## src/rtl/calclk_pkg.sv

```systemverilog
`default_nettype none
package calclk_pkg;

   localparam logic [2:0] CMD_TICK       = 3'd0;
   localparam logic [2:0] CMD_ADD_DAYS   = 3'd1;
   localparam logic [2:0] CMD_ADD_MONTHS = 3'd2;
   localparam logic [2:0] CMD_ADD_YEARS  = 3'd3;
   localparam logic [2:0] CMD_SET_TIME   = 3'd4;
   localparam logic [2:0] CMD_SET_DATE   = 3'd5;

   localparam logic [13:0] YEAR_MAX   = 14'd9999;
   localparam logic [13:0] YEAR_RESET = 14'd2000;
   localparam logic [3:0]  MONTH_MAX  = 4'd12;

   // reciprocals: (x * RECIP_12) >> 19 is x / 12 for x < 2**16,
   // (y * RECIP_25) >> 17 is y / 25 for y < 2**14
   localparam logic [15:0] RECIP_12 = 16'd43691;
   localparam logic [12:0] RECIP_25 = 13'd5243;

   function automatic logic [4:0] month_len(input logic [3:0] m, input logic leap);
      logic [4:0] len;
      case (m)
         4'd2:    len = leap ? 5'd29 : 5'd28;
         4'd4:    len = 5'd30;
         4'd6:    len = 5'd30;
         4'd9:    len = 5'd30;
         4'd11:   len = 5'd30;
         default: len = 5'd31;
      endcase
      return len;
   endfunction

   // days in the year before the first of month m
   function automatic logic [8:0] days_before(input logic [3:0] m, input logic leap);
      logic [8:0] d;
      case (m)
         4'd1:    d = 9'd0;
         4'd2:    d = 9'd31;
         4'd3:    d = 9'd59;
         4'd4:    d = 9'd90;
         4'd5:    d = 9'd120;
         4'd6:    d = 9'd151;
         4'd7:    d = 9'd181;
         4'd8:    d = 9'd212;
         4'd9:    d = 9'd243;
         4'd10:   d = 9'd273;
         4'd11:   d = 9'd304;
         default: d = 9'd334;
      endcase
      if (leap && m > 4'd2) d = d + 9'd1;
      return d;
   endfunction

endpackage
`default_nettype wire

```

## src/rtl/calendar_clock.sv

```systemverilog
// Gregorian real-time clock and calendar.
// The req_ channel carries one command item: tick, add days, add months,
// add years, set time or set date, with its operands. Every accepted item
// yields exactly one rsp_ item holding the time and date after the command
// and an error flag for a rejected command, a failed day carry or a
// saturated year.
// Commands run one at a time on a small sequencer around one shared
// compare-and-subtract unit; req_stall is high while a command is in work.
// After acceptance a tick or set time without day carry goes straight to
// S_DONE; add years runs S_LEAP1 and S_LEAP2 before S_DONE, set date adds
// S_CLAMP after them, and add months runs S_MDIV and S_MREM first. A day
// walk (add days, or a carry out of the hour) runs S_DPREP, then S_YEAR,
// S_LEAP1 and S_LEAP2 per whole year crossed, S_MONTH, then S_DONE.
// The result sits in an output register, so a new item is accepted while
// an earlier result still waits; a command that finishes while the
// receiver stalls holds in its last step until that register frees.
// Reset gives 00:00:00 on 1 February 2000 with no result pending.
`default_nettype none
module calendar_clock (
   input  wire logic        clock,
   input  wire logic        reset,
   input  wire logic        req_valid,
   output logic             req_stall,
   input  wire logic [2:0]  req_command,
   input  wire logic signed [15:0] req_amount,
   input  wire logic [4:0]  req_new_hour,
   input  wire logic [5:0]  req_new_minute,
   input  wire logic [5:0]  req_new_second,
   input  wire logic [4:0]  req_new_day,
   input  wire logic [3:0]  req_new_month,
   input  wire logic [13:0] req_new_year,
   output logic             rsp_valid,
   input  wire logic        rsp_stall,
   output logic [5:0]       rsp_out_second,
   output logic [5:0]       rsp_out_minute,
   output logic [4:0]       rsp_out_hour,
   output logic [4:0]       rsp_out_day,
   output logic [3:0]       rsp_out_month,
   output logic [13:0]      rsp_out_year,
   output logic             rsp_error_flag
);
   import calclk_pkg::*;

   typedef enum logic [3:0] {
      S_IDLE, S_DPREP, S_YEAR, S_MONTH, S_MDIV, S_MREM,
      S_LEAP1, S_LEAP2, S_CLAMP, S_DONE
   } state_type;

   state_type   state_ff, state_in, ret_ff, ret_in;
   logic [5:0]  sec_ff, sec_in, min_ff, min_in;
   logic [4:0]  hour_ff, hour_in, day_ff, day_in;
   logic [3:0]  month_ff, month_in, mon_ff, mon_in;
   logic [13:0] year_ff, year_in;
   logic        leap_ff, leap_in, err_ff, err_in;
   logic [15:0] td_ff, td_in;
   logic [12:0] quot_ff, quot_in;

   logic        rsp_valid_ff, rsp_valid_in;
   logic [5:0]  osec_ff, osec_in, omin_ff, omin_in;
   logic [4:0]  ohour_ff, ohour_in, oday_ff, oday_in;
   logic [3:0]  omonth_ff, omonth_in;
   logic [13:0] oyear_ff, oyear_in;
   logic        oerr_ff, oerr_in;

   assign req_stall      = (state_ff != S_IDLE);
   assign rsp_valid      = rsp_valid_ff;
   assign rsp_out_second = osec_ff;
   assign rsp_out_minute = omin_ff;
   assign rsp_out_hour   = ohour_ff;
   assign rsp_out_day    = oday_ff;
   assign rsp_out_month  = omonth_ff;
   assign rsp_out_year   = oyear_ff;
   assign rsp_error_flag = oerr_ff;

   always_comb begin
      logic [6:0]  s_t, mi_t;
      logic [5:0]  h_t;
      logic        carry;
      logic [15:0] limit;
      logic [4:0]  len;
      logic [31:0] prod12;
      logic [26:0] prod25;
      logic [15:0] rem12;
      logic [14:0] ysum;
      logic signed [16:0] ysig;
      logic [13:0] r25;
      logic [4:0]  nd;
      logic        date_ok;

      state_in     = state_ff;
      ret_in       = ret_ff;
      sec_in       = sec_ff;
      min_in       = min_ff;
      hour_in      = hour_ff;
      day_in       = day_ff;
      month_in     = month_ff;
      mon_in       = mon_ff;
      year_in      = year_ff;
      leap_in      = leap_ff;
      err_in       = err_ff;
      td_in        = td_ff;
      quot_in      = quot_ff;
      rsp_valid_in = rsp_valid_ff;
      osec_in      = osec_ff;
      omin_in      = omin_ff;
      ohour_in     = ohour_ff;
      oday_in      = oday_ff;
      omonth_in    = omonth_ff;
      oyear_in     = oyear_ff;
      oerr_in      = oerr_ff;

      s_t     = 7'd0;
      mi_t    = 7'd0;
      h_t     = 6'd0;
      carry   = 1'b0;
      limit   = 16'd0;
      len     = month_len(month_ff, leap_ff);
      prod12  = td_ff * {16'd0, RECIP_12};
      prod25  = year_ff * {1'b0, RECIP_25};
      rem12   = td_ff - ({3'd0, quot_ff} * 16'd12);
      ysum    = {1'b0, year_ff} + {2'd0, quot_ff};
      ysig    = $signed({3'b000, year_ff}) + $signed({req_amount[15], req_amount});
      r25     = year_ff - ({4'd0, quot_ff[9:0]} * 14'd25);
      nd      = td_ff[4:0];
      date_ok = (day_ff != 5'd0) && (month_ff != 4'd0) && (month_ff <= MONTH_MAX) &&
                (day_ff <= len);

      if (rsp_valid_ff && !rsp_stall) rsp_valid_in = 1'b0;

      case (state_ff)
         S_IDLE: begin
            if (req_valid) begin
               err_in = 1'b0;
               case (req_command)
                  CMD_TICK: begin
                     s_t  = {1'b0, sec_ff} + 7'd1;
                     mi_t = {1'b0, min_ff};
                     h_t  = {1'b0, hour_ff};
                     if (s_t >= 7'd60) begin
                        s_t  = 7'd0;
                        mi_t = mi_t + 7'd1;
                        if (mi_t >= 7'd60) begin
                           mi_t = 7'd0;
                           h_t  = h_t + 6'd1;
                           if (h_t >= 6'd24) begin
                              h_t   = 6'd0;
                              carry = 1'b1;
                           end
                        end
                     end
                     sec_in   = s_t[5:0];
                     min_in   = mi_t[5:0];
                     hour_in  = h_t[4:0];
                     td_in    = 16'd1;
                     state_in = carry ? S_DPREP : S_DONE;
                  end
                  CMD_ADD_DAYS: begin
                     td_in    = req_amount;
                     state_in = S_DPREP;
                  end
                  CMD_ADD_MONTHS: begin
                     if (req_amount[15] || req_amount == 16'sd0) begin
                        err_in   = 1'b1;
                        state_in = S_DONE;
                     end else begin
                        td_in    = {12'd0, month_ff - 4'd1} + {1'b0, req_amount[14:0]};
                        state_in = S_MDIV;
                     end
                  end
                  CMD_ADD_YEARS: begin
                     if (ysig < 17'sd0) begin
                        year_in = 14'd0;
                        err_in  = 1'b1;
                     end else if (ysig > $signed({3'b000, YEAR_MAX})) begin
                        year_in = YEAR_MAX;
                        err_in  = 1'b1;
                     end else begin
                        year_in = ysig[13:0];
                     end
                     ret_in   = S_DONE;
                     state_in = S_LEAP1;
                  end
                  CMD_SET_TIME: begin
                     h_t  = {1'b0, req_new_hour};
                     mi_t = {1'b0, req_new_minute};
                     s_t  = {1'b0, req_new_second};
                     if (h_t >= 6'd24) begin
                        h_t   = h_t - 6'd24;
                        carry = 1'b1;
                     end
                     if (mi_t >= 7'd60) begin
                        mi_t = mi_t - 7'd60;
                        h_t  = h_t + 6'd1;
                        if (h_t >= 6'd24) begin
                           h_t   = 6'd0;
                           carry = 1'b1;
                        end
                     end
                     if (s_t >= 7'd60) begin
                        s_t  = s_t - 7'd60;
                        mi_t = mi_t + 7'd1;
                        if (mi_t >= 7'd60) begin
                           mi_t = 7'd0;
                           h_t  = h_t + 6'd1;
                           if (h_t >= 6'd24) begin
                              h_t   = 6'd0;
                              carry = 1'b1;
                           end
                        end
                     end
                     sec_in   = s_t[5:0];
                     min_in   = mi_t[5:0];
                     hour_in  = h_t[4:0];
                     td_in    = 16'd1;
                     state_in = carry ? S_DPREP : S_DONE;
                  end
                  CMD_SET_DATE: begin
                     if (req_new_year > YEAR_MAX) begin
                        year_in = YEAR_MAX;
                        err_in  = 1'b1;
                     end else begin
                        year_in = req_new_year;
                     end
                     if (req_new_month == 4'd0)          month_in = 4'd1;
                     else if (req_new_month > MONTH_MAX) month_in = MONTH_MAX;
                     else                                month_in = req_new_month;
                     td_in    = {11'd0, req_new_day};
                     ret_in   = S_CLAMP;
                     state_in = S_LEAP1;
                  end
                  default: begin
                     err_in   = 1'b1;
                     state_in = S_DONE;
                  end
               endcase
            end
         end
         S_DPREP: begin
            // reject a non-positive count or an invalid stored date
            if (td_ff[15] || td_ff == 16'd0 || !date_ok) begin
               err_in   = 1'b1;
               state_in = S_DONE;
            end else begin
               td_in    = {11'd0, day_ff} + {7'd0, days_before(month_ff, leap_ff)} +
                          {1'b0, td_ff[14:0]};
               state_in = S_YEAR;
            end
         end
         S_YEAR: begin
            limit = leap_ff ? 16'd366 : 16'd365;
            if (td_ff > limit) begin
               td_in = td_ff - limit;
               if (year_ff >= YEAR_MAX) begin
                  year_in  = YEAR_MAX;
                  month_in = MONTH_MAX;
                  day_in   = 5'd31;
                  err_in   = 1'b1;
                  state_in = S_DONE;
               end else begin
                  year_in  = year_ff + 14'd1;
                  ret_in   = S_YEAR;
                  state_in = S_LEAP1;
               end
            end else begin
               mon_in   = 4'd1;
               state_in = S_MONTH;
            end
         end
         S_MONTH: begin
            limit = {11'd0, month_len(mon_ff, leap_ff)};
            if (mon_ff < MONTH_MAX && td_ff > limit) begin
               td_in  = td_ff - limit;
               mon_in = mon_ff + 4'd1;
            end else begin
               month_in = mon_ff;
               day_in   = td_ff[4:0];
               state_in = S_DONE;
            end
         end
         S_MDIV: begin
            quot_in  = prod12[31:19];
            state_in = S_MREM;
         end
         S_MREM: begin
            month_in = rem12[3:0] + 4'd1;
            if (ysum > {1'b0, YEAR_MAX}) begin
               year_in = YEAR_MAX;
               err_in  = 1'b1;
            end else begin
               year_in = ysum[13:0];
            end
            ret_in   = S_DONE;
            state_in = S_LEAP1;
         end
         S_LEAP1: begin
            quot_in  = {3'd0, prod25[26:17]};
            state_in = S_LEAP2;
         end
         S_LEAP2: begin
            // divisible by 400 is divisible by 16 and by 25
            leap_in  = (year_ff[1:0] == 2'd0) && ((r25 != 14'd0) || (year_ff[3:0] == 4'd0));
            state_in = ret_ff;
         end
         S_CLAMP: begin
            if (nd == 5'd0) nd = 5'd1;
            if (nd > len) nd = len;
            day_in   = nd;
            state_in = S_DONE;
         end
         S_DONE: begin
            // hold until the output register frees
            if (!rsp_valid_ff || !rsp_stall) begin
               rsp_valid_in = 1'b1;
               osec_in      = sec_ff;
               omin_in      = min_ff;
               ohour_in     = hour_ff;
               oday_in      = day_ff;
               omonth_in    = month_ff;
               oyear_in     = year_ff;
               oerr_in      = err_ff;
               state_in     = S_IDLE;
            end
         end
         default: begin
            state_in = S_IDLE;
         end
      endcase
   end

   always_ff @(posedge clock) begin
      if (reset) begin
         state_ff     <= S_IDLE;
         ret_ff       <= S_DONE;
         sec_ff       <= 6'd0;
         min_ff       <= 6'd0;
         hour_ff      <= 5'd0;
         day_ff       <= 5'd1;
         month_ff     <= 4'd2;
         year_ff      <= YEAR_RESET;
         leap_ff      <= 1'b1;
         err_ff       <= 1'b0;
         rsp_valid_ff <= 1'b0;
      end else begin
         state_ff     <= state_in;
         ret_ff       <= ret_in;
         sec_ff       <= sec_in;
         min_ff       <= min_in;
         hour_ff      <= hour_in;
         day_ff       <= day_in;
         month_ff     <= month_in;
         year_ff      <= year_in;
         leap_ff      <= leap_in;
         err_ff       <= err_in;
         rsp_valid_ff <= rsp_valid_in;
      end
      mon_ff    <= mon_in;
      td_ff     <= td_in;
      quot_ff   <= quot_in;
      osec_ff   <= osec_in;
      omin_ff   <= omin_in;
      ohour_ff  <= ohour_in;
      oday_ff   <= oday_in;
      omonth_ff <= omonth_in;
      oyear_ff  <= oyear_in;
      oerr_ff   <= oerr_in;
   end

endmodule
`default_nettype wire
```

## config.mk

```make
export PLATFORM = sky130hd
export DESIGN_NAME = calendar_clock
export DESIGN_NICKNAME = d
export VERILOG_FILES = /design/src/rtl/calclk_pkg.sv /design/src/rtl/calendar_clock.sv
export SDC_FILE = /design/constraint.sdc
export NUM_CORES = 1
export LEC_CHECK = 0
export BUFFER_PORTS_ARGS = -buffer_cell sky130_fd_sc_hd__buf_2
export CORE_MARGIN = 10
export CORE_UTILIZATION = 45
export CTS_CLUSTER_DIAMETER = 100
export CTS_CLUSTER_SIZE = 28
export DETAILED_ROUTE_END_ITERATION = 10
export PLACE_DENSITY = 0.67
export SYNTH_ARGS = -nofsm -noshare
export SYNTH_HDL_FRONTEND = slang
export SYNTH_SLANG_ARGS = --single-unit
```

## constraint.sdc

```tcl
create_clock -name clock -period 17.6 [get_ports clock]
set_input_delay 1.76 -clock clock [delete_from_list [all_inputs] [get_ports clock]]
set_output_delay 1.76 -clock clock [all_outputs]
set_load 0.1 [all_outputs]
```

==> summary.md, run 1 <==
| Metric | Value |
|---|---|
| Outcome | `finished clean` |
| Slew Viols, Final | `0` |
| Port bufs | `around 110` |
| CP top delay family | `adder cells` |
| Post-DP HPWL | `50600 um` |
| CTS Sinks | `between 100 and 150` |
| Layout cell share with drive strength beyond 1 | `approximately 7.6%` |
| WP buf/inv | `2` |
| Maximum clock path buffer count | `2` |
| Most frequent cell after synthesis | `inv_1` |
| Worst setup EP type | `register` |
| Hold wc startpoint | `err_ff` |
| Initial antenna violation count | `4` |
| Setup-failing EPs final | `0` |
| Reg2reg start | `td_ff[5]` |
| Crit path cell chain | `ha_1, inv_1, fa_1, inv_1, fa_1, fa_1, fa_1, fa_1, ha_1, a21oi_1, nand2_1, a221o_1, o31a_1, a311oi_2, o21ai_0, a21oi_1, mux2i_1, nor3_1` |
| Detailed Route Iter0 Violations | `around 1500` |
| Hold Path Class | `register to register` |
| Clock Skew | `16.5 ps` |
| F_max | `between 150 and 200 MHz` |
| CTS root buf | `clkbuf_16` |
| Synth Area in Adders | `38.6%` |
| Hold Crit Endpoint | `rsp_error_flag` |
| Fin nets | `about 3000` |
| Multiplexer share of the synthesized area | `0.824%` |
| Synth top area cells | `ha_1 (22%), fa_1 (17%), edfxtp_1 (11%)` |
| Initial Util | `about 45%` |
| Synth top area share | `between 20% and 30%` |
| Fillcell total | `roughly 4300` |
| Synth Area in Simple Gates | `a little over an eighth` |
| R2r endpoint | `quot_ff[9]` |
| Drt drc | `0` |
| Largest family of logic cells by synthesized area | `adder cells` |
| GRT Residual Overflow | `0` |
| Clk Latency, worst-skew pair | `roughly 450 ps` |
| EDFF count, synth | `74` |
| Fin Setup TNS | `0 ps` |
| Area growth from synthesis to layout | `8.32%` |
| Routability congestion estimate | `0.952` |
| Reg2Reg Depth | `18` |
| Fin util | `about half` |
| Area of the die | `roughly 0.055 mm^2` |
| Setup Fix Bufs, Post-CTS | `0` |
| CTS buffer count | `17` |
| Seq/Total Area, Yosys | `between 10% and 20%` |
| Primary FF master, synth | `edfxtp_1` |
| Ys async rst share | `0%` |
| Most area-hungry cell type in the Yosys netlist | `ha_1` |
| Core Area | `around 0.045 mm^2` |
| RSZ-0062 raised after global routing | `false` |
| H-tree level count | `4` |
| WL final | `between 60000 and 70000 um` |
| Chip height | `approximately 230 um` |
| Compound-gate portion of the synthesized area | `roughly 19%` |
| Area taken by multi-input logic gates | `0.0155 mm^2` |
| Mapped Cells | `2334` |
| First-pass GRT wire length | `~97000 um` |
| CTS clk-pin slew, worst paths | `roughly 70 ps` |
| Max-cap violations | `0` |
| Ys Warns | `0` |
| IO Count | `between 100 and 150` |
| Largest net degree at the start of global routing | `47` |
| Xor/xnor cell area share of the yosys netlist | `about 4.2%` |
| Total Routing Usage GR | `between 20 and 25%` |
| Number of global-route vias before repair | `roughly 17000` |
| Yosys reg bits | `around 130` |
| # resized after CTS | `0` |
| Synthesized area per cell | `~8.8 um^2` |
| Die width | `between 200 and 250 um` |
| Wirelength per Cell | `20.3 um` |
| Final Cycle Share | `37.8%` |
| Row Count | `78` |
| Worst-Margin Slew | `about 1200 ps` |
| DRT Pass-1 Iters | `7` |
| Fin. Hold Viols | `0` |
| Synth cell types | `91` |
| CTS tree | `done` |
| Slowest CP cell | `edfxtp_1` |
| ANT nets after route | `0` |
| CP required | `17780 ps` |
| R2R setup slack | `approximately 11000 ps` |
| Hold Buf Count CTS | `0` |
| DR vias | `roughly 18000` |
| CP Class | `register to register` |
| Fin crit period | `between 6000 and 7000 ps` |
| Hold Path Depth | `0` |
| Synth Net Count | `about 2900` |
| Crit-path max FO | `18` |
| Post-Synthesis Cell Area | `between 0.02 and 0.025 mm^2` |
| CP Launch Type | `register` |
| Synth cell count leaders | `inv_1 (361), ha_1 (358), fa_1 (172)` |
| Relative slew margins | `a little under a fifth` |
| FF/Latch Area | `~0.0034 mm^2` |
| Routed vias/inst | `roughly 5.9` |
| Worst path most repeated cell | `fa_1` |
| Worst path max stage delay | `around 670 ps` |
| Crit path DAT | `between 6000 and 7000 ps` |
logic make-up (layout without fill, tap and decap cells):
group	after synthesis	in the layout
AO/OA/AOI/OAI	577	577
XOR/XNOR	99	99
adder cells (fa/ha/maj)	530	530
buffers and inverters	421	508
flip-flops	133	133
multiplexers	16	16
other	0	1
AND/OR/NAND/NOR	558	558
how the worst max path moves through the flow:
stage / startpoint / end / slack [ps] / depth (start not counted)
6_report: td_ff[5] / quot_ff[9] / 10940 / 18
5_1_grt: td_ff[5] / quot_ff[12] / 10520 / 18
4_1_cts: td_ff[5] / quot_ff[9] / 10920 / 18
3_5_place_dp: td_ff[5] / quot_ff[9] / 10950 / 18
3_3_place_gp: td_ff[5] / quot_ff[9] / 11040 / 18
2_1_floorplan: td_ff[3] / quot_ff[9] / 11610 / 18
worst reg2reg max path: stages, from the launching register on:
cell      delay, ps
edfxtp_1        670
ha_1            450
inv_1            60
fa_1            500
inv_1            70
fa_1            530
fa_1            530
fa_1            530
fa_1            510
ha_1            370
a21oi_1         170
nand2_1          90
a221o_1         370
o31a_1          390
a311oi_2        420
o21ai_0         210
a21oi_1         220
mux2i_1         230
nor3_1           90
flip-flops by register name, summed over array words and instances, names as in the netlist, 3 cells and up, named ones only:
name	count
rsp_out_year	14
rsp_out_month	4
min_ff	6
rsp_out_day	5
year_ff	14
hour_ff	5
state_ff	4
td_ff	16
mon_ff	4
sec_ff	6
rsp_out_minute	6
day_ff	5
ret_ff	3
quot_ff	13
rsp_out_hour	5
month_ff	4
rsp_out_second	6
cells in the final DEF, fill, tap and decap left out, types with 10 or more instances in the layout:
master / Yosys / layout
a31oi_1: 20 / 20
xor2_1: 38 / 38
nor3_1: 46 / 45
o221ai_1: 13 / 13
fa_1: 172 / 172
dfxtp_1: 59 / 59
o21ai_0: 137 / 137
and3_1: 26 / 26
a22oi_1: 17 / 17
a221oi_1: 13 / 13
xnor2_1: 61 / 61
inv_1: 361 / 361
nor2b_1: 32 / 32
and2_1: 18 / 18
nand3_1: 54 / 54
buf_2: 10 / 105
nor3b_1: 10 / 10
o22ai_1: 14 / 14
o31ai_1: 18 / 18
a211oi_1: 35 / 34
nand4_1: 17 / 17
nand2b_1: 20 / 20
nor2_1: 149 / 149
ha_1: 358 / 358
or3_1: 10 / 10
a21oi_1: 151 / 150
nor4_1: 14 / 13
o211ai_1: 15 / 15
edfxtp_1: 74 / 74
a221o_1: 11 / 11
mux2i_1: 11 / 11
a311oi_1: 12 / 12
nand2_1: 132 / 132
clkbuf_16: 0 / 17
a21o_1: 26 / 26
layout make-up:
| type | count | area share [%] |
|---|---|---|
| sequential | 133 | 15.3 |
| antenna | 1 | 0.0113 |
| clock inverter | 13 | 0.665 |
| clock buffer | 19 | 1.95 |
| timing repair buffer | 114 | 2.67 |
| inverter | 362 | 6.12 |
| tap | 600 | 3.38 |
| multi-input combinational | 1780 | 69.9 |
metrics by stage:
step	setup slack, ps	cell area [um^2]	hold slack (ps)	cells
finish	10940	22200	447	3022
global route	10520	22200	462	3022
CTS	10920	22200	443	3021
detailed placement	10950	21600	429	2989
global placement	11040	21600	424	2989
floorplan	11610	20500	403	2334
metal layers:
layer	share of wire [%]	GRT usage, %	routed length (um)	vias up
met1	45	31.2	27800	8662
met3	6.7	2.90	4090	74
met4	2.1	5.99	1260	6
li1	-	-	-	8363
met5	0.078	0	48	-
met2	46	35.9	28100	612
Power of run 1 is left out: the tool's default activity adds up to more than one toggle a clock period on the data nets, which glitch-free logic cannot reach.
==> inputs of run 2 (changes only) <==
==> constraint.sdc (replaced) <==
create_clock -name clock -period 6.98 [get_ports clock]
set_input_delay 0.698 -clock clock [delete_from_list [all_inputs] [get_ports clock]]
set_output_delay 0.698 -clock clock [all_outputs]
set_load 0.1 [all_outputs]
==> run 2 against run 1 <==
Effect of this change:
- hold slack about the same
- critical path depth unchanged
- register-to-register slack worse by 10000 ps
- sequential share of layout area down 0.093 points
- sequential cell count unchanged
- worst setup slack worse by 10000 ps
- fmax up 3.7%
- final cell count up 0.46%
- cell area up 0.61%
- clock-buffer cell count down 2
- non-clock buffer count up 14
- global-route usage up 0.49 points
- critical path type unchanged
==> summary.md, run 2 (synthesized netlist as in run 1, its figures left out) <==
| Metric | Value |
|---|---|
| CP Class | `register to register` |
| Core Area | `0.0452 mm^2 (unchanged)` |
| First-pass GRT wire length | `97700 um (+1.2%)` |
| Port bufs | `105 (unchanged)` |
| Slowest CP cell | `fa_1` |
| Worst setup EP type | `register` |
| Number of global-route vias before repair | `17200 (-1.5%)` |
| Wirelength per Cell | `20.5 um (+0.99%)` |
| Hold Buf Count CTS | `0 (unchanged)` |
| Most frequent cells in the layout | `inv_1 (361), ha_1 (358), fa_1 (172)` |
| Drt drc | `0 (unchanged)` |
| Crit path from | `td_ff[3]` |
| Row Count | `78 (unchanged)` |
| Reg2reg start | `td_ff[3]` |
| Hold Path Class | `register to register` |
| Worst path most repeated cell | `fa_1` |
| Total Routing Usage GR | `22.9% (+0.49 points)` |
| WL final | `62200 um (+1.5%)` |
| Setup-failing EPs final | `0 (unchanged)` |
| Fin Setup TNS | `0 ps (unchanged)` |
| Chip height | `233 um (unchanged)` |
| Fillcell total | `4292 (-0.72%)` |
| Outcome | `finished clean` |
| CP Launch Type | `register` |
| Hold wc startpoint | `err_ff` |
| Non-filler cells, final | `3036 (+0.46%)` |
| Initial antenna violation count | `4 (unchanged)` |
| Fin nets | `3015 (+0.47%)` |
| Layout cell share with drive strength beyond 1 | `8.21% (+0.61 points)` |
| IO Count | `106 (unchanged)` |
| CTS root buf | `clkbuf_16` |
| Largest Register | `td_ff` |
| Area of the die | `0.0545 mm^2 (unchanged)` |
| Clk Latency, worst-skew pair | `470 ps (+20 ps)` |
| Maximum clock path buffer count | `2 (unchanged)` |
| Slew Viols, Final | `0 (unchanged)` |
| Fin. Hold Viols | `0 (unchanged)` |
| Crit path DAT | `6620 ps (-220 ps)` |
| Inst Count DP | `3003 (+0.47%)` |
| Routed vias/inst | `5.86 (about the same)` |
| DR vias | `17800 (+0.47%)` |
| Crit-path max FO | `10 (-8)` |
| Max FFs per register | `16 (unchanged)` |
| CTS Sinks | `133 (unchanged)` |
| CTS clk-pin slew, worst paths | `70 ps (about the same)` |
| RSZ-0062 raised after global routing | `false` |
| Crit path cell chain | `buf_4, ha_1, inv_1, fa_1, fa_1, inv_1, fa_1, fa_1, fa_1, ha_1, and4_1, a221o_1, o31a_1, a311oi_2, o21ai_0, a21oi_1, mux2i_1, nor3_1` |
| DRT Pass-1 Iters | `8 (+1)` |
| Final Cycle Share | `92.0% (+54 points)` |
| Initial Util | `45.4% (unchanged)` |
| CTS buffer count | `17 (unchanged)` |
| Max-cap violations | `0 (unchanged)` |
| Largest net degree at the start of global routing | `47 (unchanged)` |
| H-tree level count | `4 (unchanged)` |
| Worst path max stage delay | `560 ps (-110 ps)` |
| ANT nets after route | `0 (unchanged)` |
| Routability congestion estimate | `0.954 (+0.15%)` |
| Worst-Margin Slew | `1250 ps (+33.7 ps)` |
| CP required | `7180 ps (-10600 ps)` |
| Die width | `233 um (unchanged)` |
| Clock Skew | `15.5 ps (-1.00 ps)` |
| GRT Residual Overflow | `0 (unchanged)` |
| CTS tree | `done` |
| Area growth from synthesis to layout | `8.97%` |
| Post-DP HPWL | `51300 um (+1.4%)` |
| Fin util | `49.5% (+0.30 points)` |
| Detailed Route Iter0 Violations | `1620 (+10%)` |
| Relative slew margins | `16.8% (-2.2 points)` |
| # resized after CTS | `0 (unchanged)` |
| Most common cell after layout, fill and taps aside | `inv_1` |
| Fin crit period | `6420 ps (-240 ps)` |
| Setup Fix Bufs, Post-CTS | `0 (unchanged)` |
| F_max | `156 MHz (+3.7%)` |
[run 2: cell types whose count changed in the layout (fill, tap and decap cells not counted)]
cell	before	now
inv_8	1	3
inv_6	3	6
clkbuf_1	2	0
inv_4	2	0
buf_4	9	23
clkinv_8	0	1
clkinvlp_4	2	0
[run 2: final timing paths]
kind                          to  slack, ps  depth (start not counted)
setup / recovery      quot_ff[9]        560                         18
hold / removal    rsp_error_flag        450                          0
setup reg to reg      quot_ff[9]        560                         18
hold reg to reg   rsp_error_flag        450                          0
[run 2: critical path: cells and delay by family, from the launching register on]
family          cells  cell delay, ps
mux                 1             210
compound gates      5            1610
simple gates        2             230
flops               1             400
fa+ha+maj           7            3360
buf+inv             3             350
[run 2: layer usage]
| metal | vias to the layer above | wire length (um) | track usage [%] |
|---|---|---|---|
| met5 | - | 24 | 0 |
| met3 | 82 | 4520 | 3.68 |
| met2 | 676 | 28100 | 36.1 |
| met4 | 4 | 1330 | 7.18 |
| met1 | 8643 | 28300 | 31.6 |
| li1 | 8396 | - | - |
[run 2: stage by stage]
stage	worst slack [ps]	cell area, um^2	hold WS [ps]
floorplan	989	20500	403
global placement	711	21700	423
detailed placement	568	21700	429
CTS	552	22300	446
global route	207	22300	476
finish	560	22300	447
[run 2: area by class of cell]
cell class | count | area, um^2 | share of cell area (%)
clock buffer | 17 | 425 | 1.90
tap | 600 | 751 | 3.36
inverter | 362 | 1360 | 6.08
antenna | 1 | 2.50 | 0.0112
timing repair buffer | 128 | 698 | 3.12
multi-input combinational | 1780 | 15500 | 69.5
clock inverter | 15 | 185 | 0.829
sequential | 133 | 3400 | 15.2
Power of run 2 is left out for the same reason.
==> inputs of run 3 (changes only) <==
--- a/config.mk
+++ b/config.mk
@@ -6,6 +6,7 @@
 export NUM_CORES = 1
 export LEC_CHECK = 0
 export BUFFER_PORTS_ARGS = -buffer_cell sky130_fd_sc_hd__buf_2
+export CORE_ASPECT_RATIO = 1.75
 export CORE_MARGIN = 10
 export CORE_UTILIZATION = 45
 export CTS_CLUSTER_DIAMETER = 100
==> run 3 against run 2 <==
Effect of this change:
- hold slack better by 2.5 ps
- cell area down 0.13%
- routed wire length up 5.9%
- fmax down 0.28%
- clock-buffer cell count up 3
- register-to-register slack worse by 20 ps
- sequential share of layout area about the same
- clock skew up 9.4 ps
- via count up 0.60%
- non-clock buffer count up 8
- die area up 0.62%
- critical path type unchanged
- critical endpoint is now quot_ff[12]
- highest routed layer unchanged
==> summary.md, run 3 (synthesized netlist as in run 1, its figures left out) <==
| Metric | Value |
|---|---|
| Max FFs per register | `16 (unchanged)` |
| Layout cell share with drive strength beyond 1 | `8.43% (+0.22 points)` |
| Wirelength per Cell | `21.8 um (+6.4%)` |
| Outcome | `finished clean` |
| Final Cycle Share | `92.2% (+0.26 points)` |
| Crit-path max FO | `14 (+4)` |
| Number of global-route vias before repair | `18400 (+7.3%)` |
| DRT Pass-1 Iters | `8 (unchanged)` |
| Row Count | `103 (+32%)` |
| CP Launch Type | `register` |
| Reg2reg start | `td_ff[2]` |
| Hold Buf Count CTS | `0 (unchanged)` |
| Total Routing Usage GR | `23.4% (+0.55 points)` |
| Clk Latency, worst-skew pair | `460 ps (about the same)` |
| # resized after CTS | `0 (unchanged)` |
| Setup-failing EPs final | `0 (unchanged)` |
| Worst setup EP type | `register` |
| R2r endpoint | `quot_ff[12]` |
| Inst Count DP | `2988 (-0.50%)` |
| RSZ-0062 raised after global routing | `false` |
| Maximum clock path buffer count | `2 (unchanged)` |
| Final worst setup slack | `542 ps (-18.1 ps)` |
| Non-filler cells, final | `3021 (-0.49%)` |
| Most common cell after layout, fill and taps aside | `inv_1` |
| Critical path endpoint | `quot_ff[12]` |
| Max-cap violations | `0 (unchanged)` |
| Fillcell total | `4365 (+1.7%)` |
| Relative slew margins | `18.8% (+2.0 points)` |
| Worst-Margin Slew | `1220 ps (-30.1 ps)` |
| Largest net degree at the start of global routing | `47 (unchanged)` |
| Area growth from synthesis to layout | `8.83%` |
| Reg2Reg Depth | `19 (+1)` |
| IO Count | `106 (unchanged)` |
| CTS Sinks | `133 (unchanged)` |
| FF/Latch Area | `0.00340 mm^2 (unchanged)` |
| Most frequent cells in the layout | `inv_1 (361), ha_1 (358), fa_1 (172)` |
| Initial antenna violation count | `4 (unchanged)` |
| Area of the die | `0.0548 mm^2 (+0.62%)` |
| Largest Register | `td_ff` |
| WL final | `65900 um (+5.9%)` |
| Clock Skew | `24.9 ps (+9.37 ps)` |
| DR vias | `17900 (+0.60%)` |
| Hold Path Class | `register to register` |
| Slew Viols, Final | `0 (unchanged)` |
| First-pass GRT wire length | `102000 um (+4.1%)` |
| Placement Setup Slack | `570 ps (+1.49 ps)` |
| Fin Setup TNS | `0 ps (unchanged)` |
| CP Class | `register to register` |
| CTS tree | `done` |
| GRT Residual Overflow | `0 (unchanged)` |
| Post-DP HPWL | `55300 um (+7.9%)` |
| R2R setup slack | `540 ps (-20 ps)` |
| CTS buffer count | `17 (unchanged)` |
| Fin. Hold Viols | `0 (unchanged)` |
| Setup Fix Bufs, Post-CTS | `0 (unchanged)` |
| Chip height | `302 um (+30%)` |
| Fin nets | `3023 (+0.27%)` |
| Core Area | `0.0451 mm^2 (-0.18%)` |
| Routed vias/inst | `5.93 (+1.1%)` |
| Crit path DAT | `6620 ps (about the same)` |
| H-tree level count | `4 (unchanged)` |
| Area taken by multi-input logic gates | `0.0155 mm^2 (unchanged)` |
| Crit path from | `td_ff[2]` |
| Routability congestion estimate | `0.969 (+1.6%)` |
| Fin crit period | `6440 ps (+18.1 ps)` |
| Detailed Route Iter0 Violations | `1282 (-21%)` |
| CP required | `7160 ps (-20 ps)` |
| F_max | `155 MHz (-0.28%)` |
| CTS clk-pin slew, worst paths | `80 ps (about the same)` |
| ANT nets after route | `0 (unchanged)` |
| Drt drc | `0 (unchanged)` |
| Port bufs | `105 (unchanged)` |
| CTS root buf | `clkbuf_16` |
| Die width | `181 um (-22%)` |
| Initial Util | `45.5% (+0.081 points)` |
## run 3: cell count changes in the layout (fill, tap and decap cells not counted), sizes merged
cell,before,now
clkinv,4,6
bufinv,2,0
clkbuf,17,20
inv,371,368
buf,128,136
## run 3: area by class of cell
class	count	share of cell area, %
Multi-Input combinational cell	1780	69.6
Sequential cell	133	15.2
Inverter	362	6.09
Timing Repair Buffer	136	3.40
Tap cell	577	3.23
Clock buffer	20	2.05
Clock inverter	12	0.409
Antenna cell	1	0.0112
## run 3: worst max-delay path, stage by stage, from the launching register on
cell       delay (ps)
edfxtp_1          370
buf_4             230
ha_1              340
inv_1              90
fa_1              470
fa_1              570
inv_1              60
fa_1              520
fa_1              530
fa_1              430
ha_1              340
nand3_1           120
or4_1             530
a31oi_1           270
o31a_1            340
a311oi_2          200
o21bai_1          330
o2111ai_1         190
a21oi_1           150
nor3_1             60
## run 3: how the worst min path moves through the flow
stage / startpoint / endpoint / slack [ps] / cells past startpoint
2_1_floorplan: month_ff[2] / rsp_out_month[2] / 400 / 0
3_3_place_gp: err_ff / rsp_error_flag / 420 / 0
3_5_place_dp: err_ff / rsp_error_flag / 420 / 0
4_1_cts: err_ff / rsp_error_flag / 450 / 0
5_1_grt: err_ff / rsp_error_flag / 460 / 0
6_report: err_ff / rsp_error_flag / 450 / 0
## run 3: metrics by stage
step	instance area [um^2]	util (%)	hold slack [ps]
finish	22300	49.5	449
global route	22300	49.5	456
CTS	22300	49.5	449
detailed placement	21800	48.3	423
global placement	21800	48.3	421
floorplan	20500	-	403
## run 3: layer usage
layer | share of wire, % | global-route usage (%) | vias up
met3 | 4.8 | 3.45 | 202
li1 | - | - | 8399
met2 | 53 | 44.3 | 600
met1 | 35 | 23.8 | 8700
met4 | 6.2 | 14.2 | 6
met5 | 0.061 | 0 | -
Power of run 3 is left out for the same reason.
